==> config.mk <==
export PLATFORM = sky130hd
export DESIGN_NAME = nbit_word_packer
export DESIGN_NICKNAME = d
export VERILOG_FILES = /design/src/sv/nwp_pkg.sv /design/src/sv/nwp_buffer.sv /design/src/sv/nwp_merge.sv /design/src/sv/nbit_word_packer.sv
export VERILOG_INCLUDE_DIRS = /design/src /design/src/sv
export SDC_FILE = /design/constraint.sdc
export NUM_CORES = 2
export LEC_CHECK = 0
export BUFFER_PORTS_ARGS = -buffer_cell sky130_fd_sc_hd__buf_2
export CORE_ASPECT_RATIO = 0.9
export CORE_MARGIN = 1.5
export CORE_UTILIZATION = 40
export DETAILED_ROUTE_END_ITERATION = 8
export PLACE_DENSITY = 0.59
export RECOVER_POWER = 25
export REMOVE_ABC_BUFFERS = 1
export SLEW_MARGIN = 20
export SYNTH_ARGS = -nofsm -noshare
export SYNTH_HDL_FRONTEND = slang
export SYNTH_HIERARCHICAL = 1
export SYNTH_SLANG_ARGS = --single-unit
==> constraint.sdc <==
create_clock -name clock -period 11.2 [get_ports clock]
set_input_delay 0 -clock clock [delete_from_list [all_inputs] [get_ports clock]]
set_output_delay 0 -clock clock [all_outputs]
set_load 0.005 [all_outputs]
==> src/sv/nbit_word_packer_defines.svh <==
// Assertion macros used by the packer's top-level RTL file.
`ifndef NBIT_WORD_PACKER_DEFINES_SVH
`define NBIT_WORD_PACKER_DEFINES_SVH

// Same-cycle implication, disabled while reset is high.
`define NWP_ASSERT_NOW(label, clk, rst, ante, cons) \
   label: assert property (@(posedge clk) disable iff (rst) (ante) |-> (cons)) \
      else $error("nbit_word_packer: same-cycle check failed");

// Next-cycle implication, disabled while reset is high.
`define NWP_ASSERT_NEXT(label, clk, rst, ante, cons) \
   label: assert property (@(posedge clk) disable iff (rst) (ante) |=> (cons)) \
      else $error("nbit_word_packer: next-cycle check failed");

`endif

==> src/sv/nwp_pkg.sv <==
// Package with the packer's constants, payload types and a helper function.
package nwp_pkg;

   localparam int BUFFER_BYTES   = 256;
   localparam int ADDR_BITS      = $clog2(BUFFER_BYTES);
   localparam int WORD_MAX       = 16;
   localparam int WIDTH_BITS     = 5;
   localparam int CSR_INDEX_BITS = 4;
   localparam int CSR_DATA_BITS  = 8;

   localparam logic [CSR_INDEX_BITS-1:0] CSR_BIT_ORDER = 4'd0;
   localparam logic [CSR_INDEX_BITS-1:0] CSR_WORD_BITS = 4'd1;

   localparam logic OP_WRITE = 1'b0;
   localparam logic OP_READ  = 1'b1;

   localparam logic [WIDTH_BITS-1:0] WORD_BITS_RESET = 5'd8;

   typedef struct packed {
      logic        opcode;
      logic [10:0] word_slot;
      logic [15:0] word_data;
      logic [7:0]  byte_address;
   } req_type;

   typedef struct packed {
      logic [7:0] read_byte;
      logic       status;
   } rsp_type;

   // Operands of the shared byte merge unit.
   typedef struct packed {
      logic                  msb_first;
      logic [WIDTH_BITS-1:0] width;
      logic [2:0]            shift;
      logic [1:0]            byte_sel;
      logic [15:0]           data;
   } merge_op_type;

   // A width of zero packs one bit; anything above sixteen packs sixteen.
   function automatic logic [WIDTH_BITS-1:0] eff_width(input logic [WIDTH_BITS-1:0] w);
      logic [WIDTH_BITS-1:0] r;
      if (w == '0) begin
         r = WIDTH_BITS'(1);
      end else if (w > WIDTH_BITS'(WORD_MAX)) begin
         r = WIDTH_BITS'(WORD_MAX);
      end else begin
         r = w;
      end
      return r;
   endfunction

endpackage

==> src/sv/nwp_buffer.sv <==
// Byte buffer with registered read and per-byte valid bits that reset clears.
module nwp_buffer (
   input  logic                        clock,
   input  logic                        reset,
   input  logic                        rd_en,
   input  logic [nwp_pkg::ADDR_BITS-1:0] rd_addr,
   output logic [7:0]                  rd_data,
   input  logic                        wr_en,
   input  logic [nwp_pkg::ADDR_BITS-1:0] wr_addr,
   input  logic [7:0]                  wr_data
);
   import nwp_pkg::*;

   logic [7:0]              mem [BUFFER_BYTES];
   logic [BUFFER_BYTES-1:0] valid_ff;
   logic [7:0]              rd_data_ff;
   logic                    rd_valid_ff;

   always_ff @(posedge clock) begin
      if (wr_en) begin
         mem[wr_addr] <= wr_data;
      end
      if (rd_en) begin
         rd_data_ff <= mem[rd_addr];
      end
   end

   always_ff @(posedge clock) begin
      if (reset) begin
         valid_ff    <= '0;
         rd_valid_ff <= 1'b0;
      end else begin
         if (wr_en) begin
            valid_ff[wr_addr] <= 1'b1;
         end
         if (rd_en) begin
            rd_valid_ff <= valid_ff[rd_addr];
         end
      end
   end

   // A byte never written since reset reads as zero.
   assign rd_data = rd_valid_ff ? rd_data_ff : 8'h00;

endmodule

==> src/sv/nwp_merge.sv <==
// Shared shift-and-mask unit that merges one byte of a packed word into an old byte.
module nwp_merge (
   input  nwp_pkg::merge_op_type op,
   input  logic [7:0]            old_byte,
   output logic [7:0]            new_byte
);
   import nwp_pkg::*;

   logic [WIDTH_BITS-1:0] gap;
   logic [15:0]           lo_mask;
   logic [15:0]           hi_mask;
   logic [23:0]           win;
   logic [23:0]           win_mask;
   logic [1:0]            slot;
   logic [7:0]            v;
   logic [7:0]            m;

   always_comb begin
      gap     = WIDTH_BITS'(WORD_MAX) - op.width;
      lo_mask = 16'hFFFF >> gap;
      hi_mask = 16'hFFFF << gap;
      // In MSB-first order the window is laid out with stream position zero at the top,
      // so each byte slice already has the right bit order.
      if (op.msb_first) begin
         win      = {op.data & hi_mask, 8'h00} >> op.shift;
         win_mask = {hi_mask, 8'h00} >> op.shift;
         slot     = 2'd2 - op.byte_sel;
      end else begin
         win      = {8'h00, op.data & lo_mask} << op.shift;
         win_mask = {8'h00, lo_mask} << op.shift;
         slot     = op.byte_sel;
      end
      unique case (slot)
         2'd0: begin
            v = win[7:0];
            m = win_mask[7:0];
         end
         2'd1: begin
            v = win[15:8];
            m = win_mask[15:8];
         end
         2'd2: begin
            v = win[23:16];
            m = win_mask[23:16];
         end
         default: begin
            v = 8'h00;
            m = 8'h00;
         end
      endcase
      new_byte = (old_byte & ~m) | (v & m);
   end

endmodule

==> src/sv/nbit_word_packer.sv <==
// Top level of the bit packer: sequencer, configuration registers and result register.
//
// Packs words of 1 to 16 bits into a byte buffer, or reads one byte back.
// req_valid/req_ready carry one operation (write a packed word or read a byte);
// rsp_valid/rsp_ready return one result per operation, in order. csr_valid/csr_ready
// write bit_order (index 0) or word_bits (index 1); csr_ready is always high and
// other indexes are ignored. Configure only while no operation is outstanding.
// A write touches n = 1 to 3 bytes, each a read then a write of the byte memory
// through the shared merge unit; a read makes one memory read and an out-of-range
// operation none. req_ready is high only while the sequencer is idle, so a new
// operation is accepted only after the last one has gone through the done state.
// A finished result sits in the output register while the next operation is
// accepted; a stalled receiver holds the following result back.
// Reset clears the buffer to zero at once (valid bits), sets bit_order to LSB first
// and word_bits to 8.
module nbit_word_packer (
   input  logic                                clock,
   input  logic                                reset,
   input  logic                                req_valid,
   output logic                                req_ready,
   input  nwp_pkg::req_type                    req_payload,
   output logic                                rsp_valid,
   input  logic                                rsp_ready,
   output nwp_pkg::rsp_type                    rsp_payload,
   input  logic                                csr_valid,
   output logic                                csr_ready,
   input  logic [nwp_pkg::CSR_INDEX_BITS-1:0]  csr_index,
   input  logic [nwp_pkg::CSR_DATA_BITS-1:0]   csr_data
);
   import nwp_pkg::*;
   `include "nbit_word_packer_defines.svh"

   typedef enum logic [2:0] {
      ST_IDLE,
      ST_CALC,
      ST_RD,
      ST_WR,
      ST_DONE
   } state_type;

   state_type             state_ff;
   logic                  op_ff;
   logic [10:0]           widx_ff;
   logic [15:0]           data_ff;
   logic [7:0]            addr_ff;
   logic [ADDR_BITS-1:0]  base_ff;
   logic [2:0]            shift_ff;
   logic [1:0]            last_rel_ff;
   logic [1:0]            byte_sel_ff;
   logic                  status_ff;
   logic [7:0]            rbyte_ff;
   logic                  rsp_valid_ff;
   rsp_type               rsp_ff;
   logic                  bit_order_ff;
   logic [WIDTH_BITS-1:0] word_bits_ff;

   logic [WIDTH_BITS-1:0] width;
   logic [15:0]           offset;
   logic [15:0]           last_pos;
   logic [WIDTH_BITS-1:0] last_in_win;
   logic                  wr_range_err;
   logic                  rd_range_err;
   logic [ADDR_BITS-1:0]  mem_addr;
   logic                  mem_rd_en;
   logic                  mem_wr_en;
   logic [7:0]            mem_rd_data;
   logic [7:0]            merged;
   merge_op_type          merge_op;

   assign width        = eff_width(word_bits_ff);
   assign offset       = 16'(widx_ff) * 16'(width);
   assign last_pos     = offset + 16'(width) - 16'd1;
   assign last_in_win  = WIDTH_BITS'(offset[2:0]) + width - WIDTH_BITS'(1);
   assign wr_range_err = 32'(last_pos[15:3]) >= 32'(BUFFER_BYTES);
   assign rd_range_err = 32'(addr_ff) >= 32'(BUFFER_BYTES);

   assign mem_addr  = (op_ff == OP_READ) ? ADDR_BITS'(addr_ff)
                                         : base_ff + ADDR_BITS'(byte_sel_ff);
   assign mem_rd_en = (state_ff == ST_RD);
   assign mem_wr_en = (state_ff == ST_WR) && (op_ff == OP_WRITE);

   assign merge_op.msb_first = bit_order_ff;
   assign merge_op.width     = width;
   assign merge_op.shift     = shift_ff;
   assign merge_op.byte_sel  = byte_sel_ff;
   assign merge_op.data      = data_ff;

   nwp_buffer u_buffer (
      .clock   (clock),
      .reset   (reset),
      .rd_en   (mem_rd_en),
      .rd_addr (mem_addr),
      .rd_data (mem_rd_data),
      .wr_en   (mem_wr_en),
      .wr_addr (mem_addr),
      .wr_data (merged)
   );

   nwp_merge u_merge (
      .op       (merge_op),
      .old_byte (mem_rd_data),
      .new_byte (merged)
   );

   // Configuration registers.
   always_ff @(posedge clock) begin
      if (reset) begin
         bit_order_ff <= 1'b0;
         word_bits_ff <= WORD_BITS_RESET;
      end else if (csr_valid && csr_ready) begin
         if (csr_index == CSR_BIT_ORDER) begin
            bit_order_ff <= csr_data[0];
         end else if (csr_index == CSR_WORD_BITS) begin
            word_bits_ff <= csr_data[WIDTH_BITS-1:0];
         end
      end
   end

   always_ff @(posedge clock) begin
      if (reset) begin
         state_ff     <= ST_IDLE;
         rsp_valid_ff <= 1'b0;
      end else begin
         // In the done state the result register is reloaded instead.
         if (rsp_valid_ff && rsp_ready && state_ff != ST_DONE) begin
            rsp_valid_ff <= 1'b0;
         end
         unique case (state_ff)
            ST_IDLE: begin
               if (req_valid) begin
                  op_ff     <= req_payload.opcode;
                  widx_ff   <= req_payload.word_slot;
                  data_ff   <= req_payload.word_data;
                  addr_ff   <= req_payload.byte_address;
                  status_ff <= 1'b0;
                  rbyte_ff  <= 8'h00;
                  state_ff  <= ST_CALC;
               end
            end
            ST_CALC: begin
               byte_sel_ff <= 2'd0;
               base_ff     <= ADDR_BITS'(offset >> 3);
               shift_ff    <= offset[2:0];
               last_rel_ff <= last_in_win[4:3];
               if (op_ff == OP_READ) begin
                  status_ff <= rd_range_err;
                  state_ff  <= rd_range_err ? ST_DONE : ST_RD;
               end else begin
                  status_ff <= wr_range_err;
                  state_ff  <= wr_range_err ? ST_DONE : ST_RD;
               end
            end
            ST_RD: begin
               state_ff <= ST_WR;
            end
            ST_WR: begin
               if (op_ff == OP_READ) begin
                  rbyte_ff <= mem_rd_data;
                  state_ff <= ST_DONE;
               end else if (byte_sel_ff == last_rel_ff) begin
                  state_ff <= ST_DONE;
               end else begin
                  byte_sel_ff <= byte_sel_ff + 2'd1;
                  state_ff    <= ST_RD;
               end
            end
            ST_DONE: begin
               if (!rsp_valid_ff || rsp_ready) begin
                  rsp_ff.read_byte <= rbyte_ff;
                  rsp_ff.status    <= status_ff;
                  rsp_valid_ff     <= 1'b1;
                  state_ff         <= ST_IDLE;
               end
            end
            default: begin
               state_ff <= ST_IDLE;
            end
         endcase
      end
   end

   assign req_ready   = (state_ff == ST_IDLE);
   assign rsp_valid   = rsp_valid_ff;
   assign rsp_payload = rsp_ff;
   assign csr_ready   = 1'b1;

   `NWP_ASSERT_NEXT(a_accept_starts, clock, reset, req_valid && req_ready, state_ff == ST_CALC)
   `NWP_ASSERT_NOW(a_write_only_merge, clock, reset, mem_wr_en, state_ff == ST_WR && op_ff == OP_WRITE)
   `NWP_ASSERT_NOW(a_byte_sel_bound, clock, reset, state_ff == ST_WR, byte_sel_ff <= last_rel_ff)
   `NWP_ASSERT_NEXT(a_range_drop, clock, reset, state_ff == ST_CALC && op_ff == OP_WRITE && wr_range_err, state_ff == ST_DONE && status_ff)

endmodule
==> flow_summary.ini <==
[timing]
relSlewSlack_pct = -174.7
period_utilization_pct = 78.03
report.final.setup_viol = 0
final_period_minus_worst_setup_slack_ps = 8739
timing.setup.tns_ps = 0
worst_pin_slew_ps = 4077
holdWs_ps = 108.5
finClkSkew_ps = 114.8
hold_viol = 0
grt_setup_unrepaired = no
slew_violations = 89
max_freq_mhz = 114.4

[floorplanning]
floorplan.initialDensity_pct = 40.20
pin_count = 65
die_h_um = 469.8
floorplan.core_area_um2 = 240900
num_rows = 171
die-area_um2 = 245100
chipWidth_um = 521.7

[worst_setup_path]
critical_path.startpoint = byte_sel_ff[0]
ff_to_ff_end = u_buffer/rd_data_ff[5]
arrival_ps = 9300
crit_path_cell_trace = ha_1, inv_1, fa_1, o21ai_0, buf_4, mux4_2, a22oi_1, a21oi_1, nor4_1, o22ai_1, or2_1
crit_required_ps = 11760
rr_worst_depth = 11
crit_slowest_cell = sky130_fd_sc_hd__o21ai_0
reg2reg_from = byte_sel_ff[0]
critical_path.max_stage_delay_ps = 3010
critical_path.max_fanout = 50
endpoint_kind = register
reg2reg_slack_ps = 2460
worst-setup-path-type = register to register
critical_path.startpoint_type = register

[logic_synthesis]
mapped_area_um2 = 96840
dominantRegCellSynth = sky130_fd_sc_hd__edfxtp_1
post_synth_num_cell_types = 106
netlist_top_cells_area = sky130_fd_sc_hd__edfxtp_1 66%, sky130_fd_sc_hd__mux4_2 13%, sky130_fd_sc_hd__dfxtp_1 5.5%
synth.yosys.seq_area_share_pct = 71.41
fraction_of_synthesis_flops_using_an_asynchronous_set_or_reset_pin_pct = 0
synth-edff-count = 2125
post_synth_inst_count = 5554
synth_top_cell_area_share_pct = 65.89
postSynthRegisterBits = 2392
synthesis.area_per_instance_um2 = 17.44
yosysWarnings = 6
synth_largest_area_cell = sky130_fd_sc_hd__edfxtp_1

[cts]
ctsRootBufferMaster = sky130_fd_sc_hd__clkbuf_16
post_cts_setup_buffer_count = 0
tritoncts_clock_tree = built
cts-resized-gates = 0
clk-insertion-delay-late_ps = 920
numCtsBuffers = 240
clock_sink_count = 2392
clk_pin_slew_ps = 60
htreeDepth = 4
post_cts_hold_buffer_count = 98
cts.path.max_buffers = 4

[power_and_ir_drop]
maximum_vdd_drop_uv = 137.9
power.density_nw_per_um2 = 174.8
leakage_nw = 35.02

[final_layout]
nets = 5826
layout.cells.most_common_list = 2125 x sky130_fd_sc_hd__edfxtp_1, 787 x sky130_fd_sc_hd__nor2_1, 576 x sky130_fd_sc_hd__mux4_2
layout_commonest_cell = sky130_fd_sc_hd__edfxtp_1
final.fill_count = 20640
finish.utilization_pct = 45.48
layout-drive-gt1-share_pct = 20.13
syn2layout_area_growth_pct = 13.15

[job]
maxCapViolCount = 5

[global_route]
grt_start_max_net_pins = 205
grt.overflow.total = 0
first_global_vias = 52470
global_route_wire_length_before_repair_um = 365900
antenna_found_initial = 7
grt_util_all_layers_pct = 20.24

[hold_path]
holdCritPathClass = input pin to register
hold-path-endpoint = rsp_valid
hp-start = rsp_ready
worstHoldPathCells = 5

[placed_design]
globalplace.congestion = 0.8841
port_buffers = 60
dp_hpwl_um = 149500

[routing]
firstDrtPassIters = 8
drtIter0Drc = 5906
route.vias.total = 52900
wl_per_cell_um = 27.59
route.detailed.drc = 0
drt_wl_total_um = 251300
drt-vias-per-instance = 5.807
final_antenna_net_count = 0

[status]
violations = capacitance limit, slew limit
result_of_the_run = complete, but fails checks
metrics by stage:
step	worst slack (ps)	area (um2)	power, mW	cells
6_report	2461	109600	19.16	9110
5_1_grt	2444	109600	19.72	9106
4_1_cts	4113	109500	19.31	9103
3_5_place_dp	4169	100500	11.15	8558
3_3_place_gp	4151	100500	11.14	8558
2_1_floorplan	-40910	95180	11.69	5205
cell families after synthesis:
logic type / after synthesis / share of synthesized area, %
DFF: 2392 / 71.41
adders and majority gates: 72 / 1.147
muxes: 614 / 13.81
xor gates and xnor gates: 30 / 0.2868
other: 1 / 0.003872
buffers and inverters: 427 / 2.015
AOI/OAI and AO/OA: 794 / 5.786
and+or+nand+nor: 1224 / 5.543
worst max-delay path by stage:
stage / end / slack (ps) / cells past startpoint
after global routing: u_buffer/valid_ff[61] / 2440 / 11
after CTS: status_ff / 4110 / 22
final: u_buffer/rd_data_ff[5] / 2460 / 11
after global placement: status_ff / 4150 / 22
after floorplan: u_buffer/mem[187][0] / -40910 / 6
after detailed placement: status_ff / 4170 / 22
final cells by class:
cell class	count	area [um2]	area share, %
Sequential cell	2392	69160	63.11
Multi-Input combinational cell	2735	25990	23.72
Clock buffer	331	6746	6.157
Tap cell	3200	4004	3.654
Timing Repair Buffer	254	2098	1.915
Clock inverter	116	1276	1.165
Inverter	78	292.8	0.2672
Antenna cell	4	10.01	0.009135
registers in the layout (all words and copies together) (netlist names), 2 cells and up:
name	cells
u_buffer/valid_ff	256
shift_ff	3
addr_ff	8
widx_ff	11
word_bits_ff	5
data_ff	16
rsp_payload	9
state_ff	3
byte_sel_ff	2
base_ff	8
u_buffer/rd_data_ff	8
last_rel_ff	2
u_buffer/mem	2048
rbyte_ff	8
Yosys cell counts (all sizes together), types with 19 or more instances:
master  count
a21oi     188
nor2      790
and3       23
o21ba      29
a22oi     278
ha         44
inv        77
edfxtp   2125
nand2     119
xnor2      19
clkbuf    210
nor3       27
o211ai     22
nand3      55
o22ai      33
or2        19
mux4      576
o21ai      55
mux2i      26
fa         28
and2       58
nor2b      32
buf       139
a31oi      24
nor4       39
dfxtp     267
critical path: cells and delay by family, from the launching register on:
family,cells,cell delay (ps)
AO/OA/AOI/OAI,4,3800
adder cells (fa/ha/maj),2,720
buffers and inverters,2,1030
flip-flops,1,740
multiplexers,1,440
AND/OR/NAND/NOR,2,1640
power by group:
group	switching, mW	internal, mW	leakage [nW]	total, mW
registers	0.0135	9.69	21.8	9.71
clock network	3.40	4.76	3.93	8.16
logic	0.820	0.467	9.31	1.29
routing by layer:
metal / GRT usage, % / routed length, um / vias to the layer above
met5: 0 / 0 / -
met4: 5.737 / 6728 / 0
met3: 4.391 / 21150 / 392
met2: 30.45 / 114300 / 2185
met1: 29.62 / 109100 / 27840
li1: - / - / 22490
Note: power is estimated with default switching activity, not from simulation.
